### src/rtl/bpcg_pkg.sv
// ----------------------------------------------------------------------------
// bpcg_pkg
// Shared types, register codes and color helper functions of the bitplane
// pixel color generator.
// ----------------------------------------------------------------------------
`default_nettype none

package bpcg_pkg;

  localparam int NUM_PLANES   = 6;
  localparam int PIXELS       = 8;
  localparam int PLANE_W      = 8;
  localparam int DATA_W       = NUM_PLANES * PLANE_W;
  localparam int POS_W        = $clog2(PIXELS);
  localparam int APB_ADDR_W   = 5;
  localparam int APB_DATA_W   = 64;

  localparam logic [7:0] RED_BITS    = 8'h11;
  localparam logic [7:0] GREEN_BITS  = 8'h22;
  localparam logic [7:0] BLUE_BITS   = 8'h44;
  localparam logic [7:0] LEVEL_FULL  = 8'd255;
  localparam logic [7:0] LEVEL_HALF  = 8'd127;
  localparam logic [7:0] LEVEL_OFF   = 8'd0;
  localparam logic [7:0] LOW_NIBBLE  = 8'h0F;
  localparam logic [POS_W-1:0] LAST_POS = POS_W'(PIXELS - 1);

  typedef enum logic [1:0] {
    REG_COLOR_WORDS = 2'd0,
    REG_MASK_SEL    = 2'd1,
    REG_BG_COLOR    = 2'd2,
    REG_ENABLE      = 2'd3
  } reg_idx_t;

  typedef struct packed {
    logic [DATA_W-1:0]     color_words;
    logic [2:0]            mask_sel;
    logic [7:0]            bg_color;
    logic [NUM_PLANES-1:0] enable;
  } cfg_t;

  typedef struct packed {
    logic             valid;
    logic [2:0]       front;
    logic [2:0]       back;
    logic [POS_W-1:0] pos;
  } pix_t;

  function automatic logic [7:0] expand_mask(input logic [2:0] sel);
    logic [2:0] m;
    m = {sel[0], sel[2], sel[1]};
    return {1'b0, m, 1'b0, m};
  endfunction

  function automatic logic [7:0] channel_level(input logic [7:0] c, input logic [7:0] bits);
    logic [7:0] v;
    v = c & bits;
    if (v == bits) begin
      return LEVEL_FULL;
    end else if (v == (bits & LOW_NIBBLE)) begin
      return LEVEL_HALF;
    end
    return LEVEL_OFF;
  endfunction

  function automatic logic [7:0] layer_color(input logic [2:0] index,
                                             input logic [3*PLANE_W-1:0] words);
    logic [7:0] c;
    c = 8'h00;
    for (int j = 0; j < 3; j++) begin
      if (index[j]) begin
        c = c | words[j*PLANE_W +: PLANE_W];
      end
    end
    return c;
  endfunction

endpackage

`default_nettype wire

### src/rtl/bpcg_regs.sv
// ----------------------------------------------------------------------------
// bpcg_regs
// APB configuration registers: plane color words, color mask select,
// background color and plane enables.
// ----------------------------------------------------------------------------
`default_nettype none

module bpcg_regs (
  input  wire logic                             clk,
  input  wire logic                             rst,
  input  wire logic                             psel,
  input  wire logic                             penable,
  input  wire logic                             pwrite,
  input  wire logic [bpcg_pkg::APB_ADDR_W-1:0]  paddr,
  input  wire logic [bpcg_pkg::APB_DATA_W-1:0]  pwdata,
  output logic      [bpcg_pkg::APB_DATA_W-1:0]  prdata,
  output logic                                  pready,
  output bpcg_pkg::cfg_t                        cfg
);
  import bpcg_pkg::*;

  reg_idx_t idx;
  logic     wr;

  assign pready = 1'b1;
  assign idx    = reg_idx_t'(paddr[APB_ADDR_W-1:3]);
  assign wr     = psel && penable && pwrite && pready;

  always_ff @(posedge clk) begin
    if (rst) begin
      cfg.color_words <= '0;
      cfg.mask_sel    <= 3'd7;
      cfg.bg_color    <= 8'd0;
      cfg.enable      <= {NUM_PLANES{1'b1}};
    end else if (wr) begin
      case (idx)
        REG_COLOR_WORDS: cfg.color_words <= pwdata[DATA_W-1:0];
        REG_MASK_SEL:    cfg.mask_sel    <= pwdata[2:0];
        REG_BG_COLOR:    cfg.bg_color    <= pwdata[7:0];
        REG_ENABLE:      cfg.enable      <= pwdata[NUM_PLANES-1:0];
        default: ;
      endcase
    end
  end

  always_comb begin
    prdata = '0;
    case (idx)
      REG_COLOR_WORDS: prdata = APB_DATA_W'(cfg.color_words);
      REG_MASK_SEL:    prdata = APB_DATA_W'(cfg.mask_sel);
      REG_BG_COLOR:    prdata = APB_DATA_W'(cfg.bg_color);
      REG_ENABLE:      prdata = APB_DATA_W'(cfg.enable);
      default:         prdata = '0;
    endcase
  end

endmodule

`default_nettype wire

### src/rtl/bpcg_serializer.sv
// ----------------------------------------------------------------------------
// bpcg_serializer
// Holds one group of six enabled plane bytes and issues one pixel of layer
// index bits per cycle, bit 0 of each plane byte first. Takes the next group
// as the last pixel of the current one is issued.
// ----------------------------------------------------------------------------
`default_nettype none

module bpcg_serializer (
  input  wire logic                            clk,
  input  wire logic                            rst,
  input  wire logic                            start,
  output logic                                 busy,
  input  wire logic [bpcg_pkg::DATA_W-1:0]     plane_data,
  input  wire logic [bpcg_pkg::NUM_PLANES-1:0] enable,
  output bpcg_pkg::pix_t                       pix
);
  import bpcg_pkg::*;

  logic [DATA_W-1:0] planes;
  logic [DATA_W-1:0] planes_next;
  logic [POS_W-1:0]  count;
  logic              active;
  logic              take;
  logic [NUM_PLANES-1:0] bits;

  assign busy = active && (count != LAST_POS);
  assign take = start && !busy;

  always_comb begin
    for (int k = 0; k < NUM_PLANES; k++) begin
      planes_next[k*PLANE_W +: PLANE_W] =
        enable[k] ? plane_data[k*PLANE_W +: PLANE_W] : '0;
    end
  end

  always_ff @(posedge clk) begin
    if (rst) begin
      active <= 1'b0;
      count  <= '0;
    end else if (take) begin
      active <= 1'b1;
      count  <= '0;
    end else if (active) begin
      count <= count + POS_W'(1);
      if (count == LAST_POS) begin
        active <= 1'b0;
      end
    end
  end

  always_ff @(posedge clk) begin
    if (take) begin
      planes <= planes_next;
    end
  end

  always_comb begin
    for (int k = 0; k < NUM_PLANES; k++) begin
      bits[k] = planes[k*PLANE_W + int'(count)];
    end
  end

  assign pix.valid = active;
  assign pix.front = bits[2:0];
  assign pix.back  = bits[5:3];
  assign pix.pos   = count;

  a_take_loads: assert property (@(posedge clk) disable iff (rst)
    take |=> (active && count == '0))
    else $error("accepted group not loaded at pixel zero");

  a_count_steps: assert property (@(posedge clk) disable iff (rst)
    (active && count != LAST_POS) |=> (active && count == $past(count) + POS_W'(1)))
    else $error("pixel counter skipped or stopped mid-group");

  a_idle_after_last: assert property (@(posedge clk) disable iff (rst)
    (active && count == LAST_POS && !start) |=> !active)
    else $error("serializer stayed active after the last pixel");

endmodule

`default_nettype wire

### src/rtl/bpcg_color_pipe.sv
// ----------------------------------------------------------------------------
// bpcg_color_pipe
// Three-stage pixel color pipeline: layer select and color OR, color mask,
// channel level decode into the registered result ports.
// ----------------------------------------------------------------------------
`default_nettype none

module bpcg_color_pipe (
  input  wire logic                        clk,
  input  wire logic                        rst,
  input  bpcg_pkg::pix_t                   pix,
  input  bpcg_pkg::cfg_t                   cfg,
  output logic                             strobe,
  output logic [7:0]                       red_level,
  output logic [7:0]                       green_level,
  output logic [7:0]                       blue_level,
  output logic [bpcg_pkg::POS_W-1:0]       pixel_position,
  output logic                             last_pixel
);
  import bpcg_pkg::*;

  logic             s1_valid;
  logic [7:0]       s1_color;
  logic             s1_layer;
  logic [POS_W-1:0] s1_pos;
  logic [7:0]       s1_color_next;
  logic             s1_layer_next;

  logic             s2_valid;
  logic [7:0]       s2_color;
  logic [POS_W-1:0] s2_pos;
  logic [7:0]       s2_color_next;
  logic [7:0]       mask;

  always_comb begin
    if (pix.front != 3'd0) begin
      s1_color_next = layer_color(pix.front, cfg.color_words[3*PLANE_W-1:0]);
      s1_layer_next = 1'b1;
    end else if (pix.back != 3'd0) begin
      s1_color_next = layer_color(pix.back, cfg.color_words[DATA_W-1:3*PLANE_W]);
      s1_layer_next = 1'b1;
    end else begin
      s1_color_next = cfg.bg_color;
      s1_layer_next = 1'b0;
    end
  end

  assign mask = expand_mask(cfg.mask_sel);

  always_comb begin
    if (s1_layer && ((s1_color & mask) != 8'h00)) begin
      s2_color_next = s1_color & mask;
    end else begin
      s2_color_next = s1_color;
    end
  end

  always_ff @(posedge clk) begin
    if (rst) begin
      s1_valid <= 1'b0;
      s2_valid <= 1'b0;
      strobe   <= 1'b0;
    end else begin
      s1_valid <= pix.valid;
      s2_valid <= s1_valid;
      strobe   <= s2_valid;
    end
  end

  always_ff @(posedge clk) begin
    s1_color       <= s1_color_next;
    s1_layer       <= s1_layer_next;
    s1_pos         <= pix.pos;
    s2_color       <= s2_color_next;
    s2_pos         <= s1_pos;
    red_level      <= channel_level(s2_color, RED_BITS);
    green_level    <= channel_level(s2_color, GREEN_BITS);
    blue_level     <= channel_level(s2_color, BLUE_BITS);
    pixel_position <= s2_pos;
    last_pixel     <= (s2_pos == LAST_POS);
  end

  a_levels_legal: assert property (@(posedge clk) disable iff (rst)
    strobe |-> ((red_level == LEVEL_FULL || red_level == LEVEL_HALF || red_level == LEVEL_OFF)
             && (green_level == LEVEL_FULL || green_level == LEVEL_HALF
                 || green_level == LEVEL_OFF)
             && (blue_level == LEVEL_FULL || blue_level == LEVEL_HALF
                 || blue_level == LEVEL_OFF)))
    else $error("channel level outside the three intensities");

  a_position_chain: assert property (@(posedge clk) disable iff (rst)
    (strobe && pixel_position != '0) |->
      ($past(strobe) && $past(pixel_position) == pixel_position - POS_W'(1)))
    else $error("pixel positions out of order");

  a_last_flag: assert property (@(posedge clk) disable iff (rst)
    strobe |-> (last_pixel == (pixel_position == LAST_POS)))
    else $error("last pixel flag disagrees with pixel position");

endmodule

`default_nettype wire

### src/rtl/bitplane_pixel_color_generator_top.sv
// ----------------------------------------------------------------------------
// bitplane_pixel_color_generator_top
// Turns groups of six bitplane bytes into eight RGB pixels, one per cycle.
// ----------------------------------------------------------------------------
// The first pixel strobes once it has passed the s1, s2 and output registers.
// Throughput: one pixel per cycle while a group is held, set by the single
//   pixel output port; busy drops on the cycle the last pixel issues.
// Results cannot be stalled; the strobe marks each pixel for one cycle.
// Reset (rst, synchronous): clears pipeline valids and loads register defaults.
// ----------------------------------------------------------------------------
`default_nettype none

module bitplane_pixel_color_generator_top (
  input  wire logic                             clk,
  input  wire logic                             rst,
  input  wire logic                             start,
  output logic                                  busy,
  input  wire logic [bpcg_pkg::DATA_W-1:0]      plane_data,
  output logic                                  strobe,
  output logic [7:0]                            red_level,
  output logic [7:0]                            green_level,
  output logic [7:0]                            blue_level,
  output logic [bpcg_pkg::POS_W-1:0]            pixel_position,
  output logic                                  last_pixel,
  input  wire logic                             psel,
  input  wire logic                             penable,
  input  wire logic                             pwrite,
  input  wire logic [bpcg_pkg::APB_ADDR_W-1:0]  paddr,
  input  wire logic [bpcg_pkg::APB_DATA_W-1:0]  pwdata,
  output logic      [bpcg_pkg::APB_DATA_W-1:0]  prdata,
  output logic                                  pready
);
  import bpcg_pkg::*;

  cfg_t cfg;
  pix_t pix;

  bpcg_regs u_regs (
    .clk     (clk),
    .rst     (rst),
    .psel    (psel),
    .penable (penable),
    .pwrite  (pwrite),
    .paddr   (paddr),
    .pwdata  (pwdata),
    .prdata  (prdata),
    .pready  (pready),
    .cfg     (cfg)
  );

  bpcg_serializer u_serializer (
    .clk        (clk),
    .rst        (rst),
    .start      (start),
    .busy       (busy),
    .plane_data (plane_data),
    .enable     (cfg.enable),
    .pix        (pix)
  );

  bpcg_color_pipe u_color_pipe (
    .clk            (clk),
    .rst            (rst),
    .pix            (pix),
    .cfg            (cfg),
    .strobe         (strobe),
    .red_level      (red_level),
    .green_level    (green_level),
    .blue_level     (blue_level),
    .pixel_position (pixel_position),
    .last_pixel     (last_pixel)
  );

endmodule

`default_nettype wire
### config.mk
export PLATFORM = sky130hd
export DESIGN_NAME = bitplane_pixel_color_generator_top
export DESIGN_NICKNAME = d
export VERILOG_FILES = /design/src/rtl/bpcg_pkg.sv /design/src/rtl/bpcg_regs.sv /design/src/rtl/bpcg_serializer.sv /design/src/rtl/bpcg_color_pipe.sv /design/src/rtl/bitplane_pixel_color_generator_top.sv
export SDC_FILE = /design/constraint.sdc
export NUM_CORES = 1
export LEC_CHECK = 0
export BUFFER_PORTS_ARGS = -buffer_cell sky130_fd_sc_hd__buf_2
export CORE_MARGIN = 10
export CORE_UTILIZATION = 40
export DETAILED_ROUTE_END_ITERATION = 7
export PLACE_DENSITY = 0.77
export SKIP_CTS_REPAIR_TIMING = 1
export SLEW_MARGIN = 5
export SYNTH_ARGS = -nofsm -noshare
export SYNTH_HDL_FRONTEND = slang
export SYNTH_SLANG_ARGS = --single-unit
### constraint.sdc
create_clock -name clk -period 3.69 [get_ports clk]
set_clock_uncertainty 0.2 [all_clocks]
set_input_delay 0.1845 -clock clk [delete_from_list [all_inputs] [get_ports clk]]
set_output_delay 0.1845 -clock clk [all_outputs]
set_load 0.05 [all_outputs]
==> key figures, run 1 <==
Yosys
  • Fraction of registers with async set/reset: 0%
  • Synth top area share: 31.59%
  • Avg Cell Area, Syn: 10.27 µm²
  • Register area share after synthesis: 54.12%
  • Ys flop type: dfxtp_1
  • Post-synth EDFFs: 48
  • Synth cell count leaders: 112 x nand2_1, 101 x dfxtp_1, 85 x and2_1
  • Mapped cell area: 0.006400 mm²
  • Most common cell in the netlist: nand2_1
  • Largest area contributor in the netlist: dfxtp_1
  • Synth Instances: 623
  • Synth warn: 0
  • Netlist cell types: 41
  • Area contributors post-synth: dfxtp_1 32%, edfxtp_1 23%, and2_1 8.3%
  • Yosys reg bits: 149

Final layout
  • Nets: 996
  • Share of layout cells above drive strength 1: 26.92%
  • Layout area overhead: 37.87%
  • Final core occ: 55.95%
  • Design area: 0.008823 mm²

GRT
  • Gr usage total: 15.00%
  • Initial antenna violation count: 1
  • Pin count of the biggest net entering global routing: 61
  • GRT overflow: 0
  • First-pass GRT wire length: 25.61 mm
  • Vias in the first global route: 4825

Clocking
  • Clk sinks: 149
  • Clock buffer count from CTS: 17
  • Clk buf depth: 2
  • CTS clk-pin slew, worst paths: 0.06 ns
  • CTS tree: yes
  • Clk_lat worst skew: 0.42 ns
  • Root Buffer: clkbuf_16
  • H-tree depth: 4

Floorplan
  • I/O Pins: 218
  • Starting density of the core: 40.58%
  • Placeable Area: 0.01577 mm²
  • Die ar.: 0.02146 mm²
  • Rows: 46
  • Die Y: 146.5 µm
  • Die X: 146.5 µm

Route
  • DR WL/cell: 17.27 µm
  • Final ANT Viol Nets: 0
  • Final WL: 19.01 mm
  • First-pass DRT Iterations: 6
  • Vias per cell: 4.812
  • Routed vias: 5298
  • Initial DRC Count: 414
  • DRC: 0

Critical path
  • Critical path type: register to register
  • CP peak stage delay: 0.70 ns
  • Crit path launch type: register
  • Crit path DAT: 2.85 ns
  • Buf/Inv on CP: 2
  • Most Frequent Cell on Critical Path: buf_4
  • CP endpoint kind: register
  • Crit-path leading delay family: multiplexers
  • CP cell instances: buf_4 -> mux4_1 -> mux2i_1 -> o311ai_1 -> buf_4 -> o2111a_1 -> o21ai_1
  • Crit path max fanout: 12
  • Slowest library cell on the worst path: dfxtp_1
  • Critical Path RT: 3.83 ns

Place
  • GP Congestion: 0.8124
  • Hpwl dp: 12.07 mm
  • Port Buffers: 181
  • Cell Area, Placed: 0.007291 mm²

Timing
  • Least-Margin Pin Slew: 1.158 ns
  • Final Slew Violations: 0
  • Tcrit/Tclk final: 73.39%
  • RSZ-0062 raised after global routing: false
  • FMAX: 369.3 MHz
  • Relative slew margins: 22.78%
  • Hold_ws: 0.1267 ns
  • Setup TNS: 0 ns
  • Final hold violation count: 0
  • Final setup violation count: 0
  • Min Tclk post-route: 2.708 ns

Power and ir drop
  • Combinational share of power: 12.2%
  • Switching Share: 24.13%
  • Leakage: 3.662 nW
  • Total Power Consumption: 3.905 mW
  • Sequential fraction of design power: 45.8%
  • Clock power share: 42.0%
  • Internal: 2.963 mW
  • VDD IR-drop max: 0.0003283 V
  • Psw: 0.9424 mW
  • PwrDens: 442.6 mW/mm²

Hold path
  • Min-delay worst type: register to register

Job
  • Maxcap violations: 0

Status
  • Status: finished, final reports clean
final cells by class:
type	count	area [µm²]
Antenna cell	1	2.502
Clock buffer	21	450.4
Clock inverter	11	108.9
Fill cell	1343	6947
Inverter	13	48.80
Multi-Input combinational cell	405	2537
Sequential cell	149	3463
Tap cell	216	270.3
Timing Repair Buffer	285	1942
per-stage QoR:
stage / worst slack (ns) / instances
2_1_floorplan: 0.8036 / 638
3_3_place_gp: 1.069 / 971
3_5_place_dp: 1.005 / 971
4_1_cts: 0.9839 / 1003
5_1_grt: 0.7779 / 1101
6_report: 0.9820 / 1101
flip-flops by register name, indices dropped and copies added, names as in the netlist, 2 cells and up:
signal                       count
u_color_pipe.s1_color            6
u_color_pipe.red_level           2
u_color_pipe.pixel_position      3
u_color_pipe.s2_color            6
u_color_pipe.green_level         2
u_color_pipe.s2_pos              3
u_serializer.count               3
u_color_pipe.blue_level          2
u_regs.cfg                      65
u_serializer.planes             48
u_color_pipe.s1_pos              3
power groups by stage:
stage	Combinational (mW)	Sequential, mW	Clock (mW)
finish	0.477	1.79	1.64
CTS	0.387	1.78	1.66
global placement	0.380	1.82	0
floorplan	0.289	1.82	0
detailed placement	0.385	1.82	0
global route	0.510	1.79	1.73
logic make-up after synthesis:
kind of cell               count (synthesis)  synth area share (%)
adders and majority gates                  2                0.3909
other                                      2                0.1173
muxes                                     37                 9.052
xor gates and xnor gates                   1                0.1369
DFF                                      149                 54.12
AOI/OAI and AO/OA                         91                 9.072
buffers and inverters                     84                 7.390
and+or+nand+nor                          257                 19.73
placed cells by master, fill, tap and decap left out, types with 6 or more instances in the layout:
cell type and count:
clkbuf_16 17, buf_4 6, mux2i_1 14, conb_1 17, nor3_1 6, mux4_2 7
dfxtp_1 101, nor2b_1 15, dlygate4sd3_1 97, a21oi_1 48, and2_1 85, a211o_1 9
nand2_1 111, a222oi_1 6, o2111a_1 6, buf_2 181, nor2_1 25, mux4_1 6
mux2_2 7, inv_1 12, o21ai_1 12, edfxtp_1 48
final timing paths:
kind                          start                       end  slack, ns  depth (start not counted)
max reg2reg   u_serializer.count[0]  u_color_pipe.s1_color[2]       0.98                          7
min reg2reg  u_color_pipe.s1_pos[2]    u_color_pipe.s2_pos[2]       0.13                          0
max           u_serializer.count[0]  u_color_pipe.s1_color[2]       0.98                          7
min          u_color_pipe.s1_pos[2]    u_color_pipe.s2_pos[2]       0.13                          0
layer usage:
| metal | up-vias | share of wire [%] | global-route usage, % |
|---|---|---|---|
| met2 | 199 | 52 | 24.82 |
| met1 | 2506 | 38 | 17.13 |
| li1 | 2565 | - | - |
| met3 | 28 | 6.9 | 5.871 |
| met5 | - | 0 | 0 |
| met4 | 0 | 2.5 | 5.706 |
No activity file was read; power rests on OpenSTA's default activity.
==> inputs of run 2 (changes only) <==
- PLACE_DENSITY: 0.77 -> 0.74
- clock period: 3.69 -> 2.7 ns (I/O delays scaled with it)
==> run 2 against run 1 <==
- largest power group unchanged
- final area up 0.43%
- die area stayed put
- power increased by 36%
- cell count up 0.45%
- via count is 0.30% lower
- global-route usage is essentially flat
- highest routed layer unchanged
- sequential power increased by 36%
- non-clock buffer count up 3
- maximum frequency up 7.4%
==> key figures, run 2 (synthesized netlist as in run 1, its figures left out) <==
Status
  • Status: finished, final reports clean

Floorplan
  • I/O Pins: 218 (unchanged)
  • Die ar.: 0.02146 mm² (unchanged)
  • Placeable Area: 0.01577 mm² (unchanged)
  • Rows: 46 (unchanged)
  • Starting density of the core: 40.58% (unchanged)
  • Die X: 146.5 µm (unchanged)
  • Die Y: 146.5 µm (unchanged)

Timing
  • FMAX: 396.7 MHz (+7.4%)
  • Final hold violation count: 0 (unchanged)
  • RSZ-0062 raised after global routing: false
  • Setup TNS: 0 ns (unchanged)
  • Hold_ws: 0.01110 ns (-0.1156 ns)
  • Final Slew Violations: 0 (unchanged)
  • Relative slew margins: 55.65% (+33 points)
  • Least-Margin Pin Slew: 0.6639 ns (-0.4944 ns)
  • Tcrit/Tclk final: 93.36% (+20 points)
  • Min Tclk post-route: 2.521 ns (-0.1873 ns)
  • Final setup violation count: 0 (unchanged)

Final layout
  • Share of layout cells above drive strength 1: 27.62% (+0.70 points)
  • Final core occ: 56.19% (+0.24 points)
  • Commonest cells after routing, fill and taps aside: 181 x buf_2, 111 x nand2_1, 101 x dfxtp_1
  • Design area: 0.008861 mm² (+0.43%)
  • Commonest non-fill, non-tap cell in the layout: buf_2
  • Nets: 999 (+0.30%)
  • Layout area overhead: 38.46%
  • Register bank with the most flops: u_regs.cfg
  • Layout fillers: 1344 (+0.074%)
  • Largest register FFs: 65 (unchanged)
  • Top Registers: u_regs.cfg (65), u_serializer.planes (48)

Power and ir drop
  • VDD IR-drop max: 0.0004478 V (+36%)
  • Psw: 1.296 mW (+38%)
  • Total Power Consumption: 5.323 mW (+36%)
  • Combinational share of power: 12.2% (about the same)
  • PwrDens: 600.7 mW/mm² (+36%)
  • Leakage: 3.664 nW (about the same)
  • Sequential fraction of design power: 45.8% (about the same)
  • Internal: 4.027 mW (+36%)
  • Clock power share: 42.0% (about the same)
  • Switching Share: 24.35% (+0.22 points)

Critical path
  • CP cell instances: buf_4 -> mux4_1 -> mux2_4 -> nor3_4 -> o21ai_1 -> o21ai_1
  • Slowest library cell on the worst path: mux4_1
  • CP peak stage delay: 0.59 ns (-0.11 ns)
  • CP endpoint kind: register
  • Critical Path RT: 2.84 ns (-0.99 ns)
  • Critical path type: register to register
  • Crit path max fanout: 11 (-1)
  • Crit path DAT: 2.66 ns (-0.19 ns)
  • Buf/Inv on CP: 1 (-1)
  • Most Frequent Cell on Critical Path: o21ai_1
  • Crit path launch type: register
  • Crit-path leading delay family: multiplexers

Route
  • Initial DRC Count: 444 (+7.2%)
  • First-pass DRT Iterations: 4 (-2)
  • DRC: 0 (unchanged)
  • Final ANT Viol Nets: 0 (unchanged)
  • DR WL/cell: 16.35 µm (-5.3%)
  • Vias per cell: 4.776 (-0.75%)
  • Final WL: 18.08 mm (-4.9%)
  • Routed vias: 5282 (-0.30%)

Clocking
  • Root Buffer: clkbuf_16
  • CTS clk-pin slew, worst paths: 0.06 ns (about the same)
  • Clock buffer count from CTS: 17 (unchanged)
  • Clk sinks: 149 (unchanged)
  • Clk_lat worst skew: 0.41 ns (about the same)
  • H-tree depth: 4 (unchanged)
  • Clk buf depth: 2 (unchanged)
  • CTS tree: yes

GRT
  • Gr usage total: 14.98% (-0.024 points)
  • Initial antenna violation count: 3 (+2)
  • GRT overflow: 0 (unchanged)
  • Vias in the first global route: 4849 (+0.50%)
  • First-pass GRT wire length: 25.54 mm (-0.24%)
  • Pin count of the biggest net entering global routing: 49 (-20%)

Job
  • Maxcap violations: 0 (unchanged)

Place
  • Cell Area, Placed: 0.007316 mm² (+0.34%)
  • Port Buffers: 181 (unchanged)
  • Hpwl dp: 12.04 mm (-0.24%)
  • GP Congestion: 0.7958 (-2.0%)

Hold path
  • Min-delay worst type: input port to register
==> run 2: routing by layer <==
| metal | vias up | track usage, % | part of all wire (%) |
|---|---|---|---|
| li1 | 2573 | - | - |
| met1 | 2473 | 16.86 | 39 |
| met2 | 201 | 24.64 | 51 |
| met3 | 35 | 6.520 | 7.0 |
| met4 | 0 | 5.606 | 2.5 |
| met5 | - | 0 | 0 |
==> run 2: path summary, 6_finish.rpt <==
path | from | end | slack [ns] | cells after the start
min reg2reg | u_color_pipe.s1_pos[2] | u_color_pipe.s2_pos[2] | 0.12 | 0
min | rst | u_regs.cfg[8] | 0.01 | 2
max | u_serializer.count[0] | u_color_pipe.s1_color[6] | 0.18 | 6
max reg2reg | u_serializer.count[0] | u_color_pipe.s1_color[6] | 0.18 | 6
==> run 2: power groups by stage <==
stage / clock [mW] / combinational, mW / sequential [mW]
final: 2.24 / 0.650 / 2.44
after global routing: 2.37 / 0.700 / 2.45
after CTS: 2.28 / 0.531 / 2.44
after detailed placement: 0 / 0.527 / 2.49
after global placement: 0 / 0.523 / 2.48
after floorplan: 0 / 0.396 / 2.48
==> run 2: stage by stage <==
stage | std cells | worst slack (ns)
6_report | 1106 | 0.1792
4_1_cts | 1006 | 0.1803
3_3_place_gp | 974 | 0.2375
2_1_floorplan | 638 | 0.4067
3_5_place_dp | 974 | 0.2123
5_1_grt | 1106 | 0.02013
==> run 2: area by class of cell <==
cell class                 instances  area (µm²)  area share, %
antenna                            3       7.507        0.08472
clock buffer                      18       429.2          4.843
clock inverter                    14       137.6          1.553
inverter                          13       48.80         0.5507
multi-input combinational        405        2540          28.66
sequential                       149        3463          39.08
tap                              216       270.3          3.050
timing repair buffer             288        1964          22.17
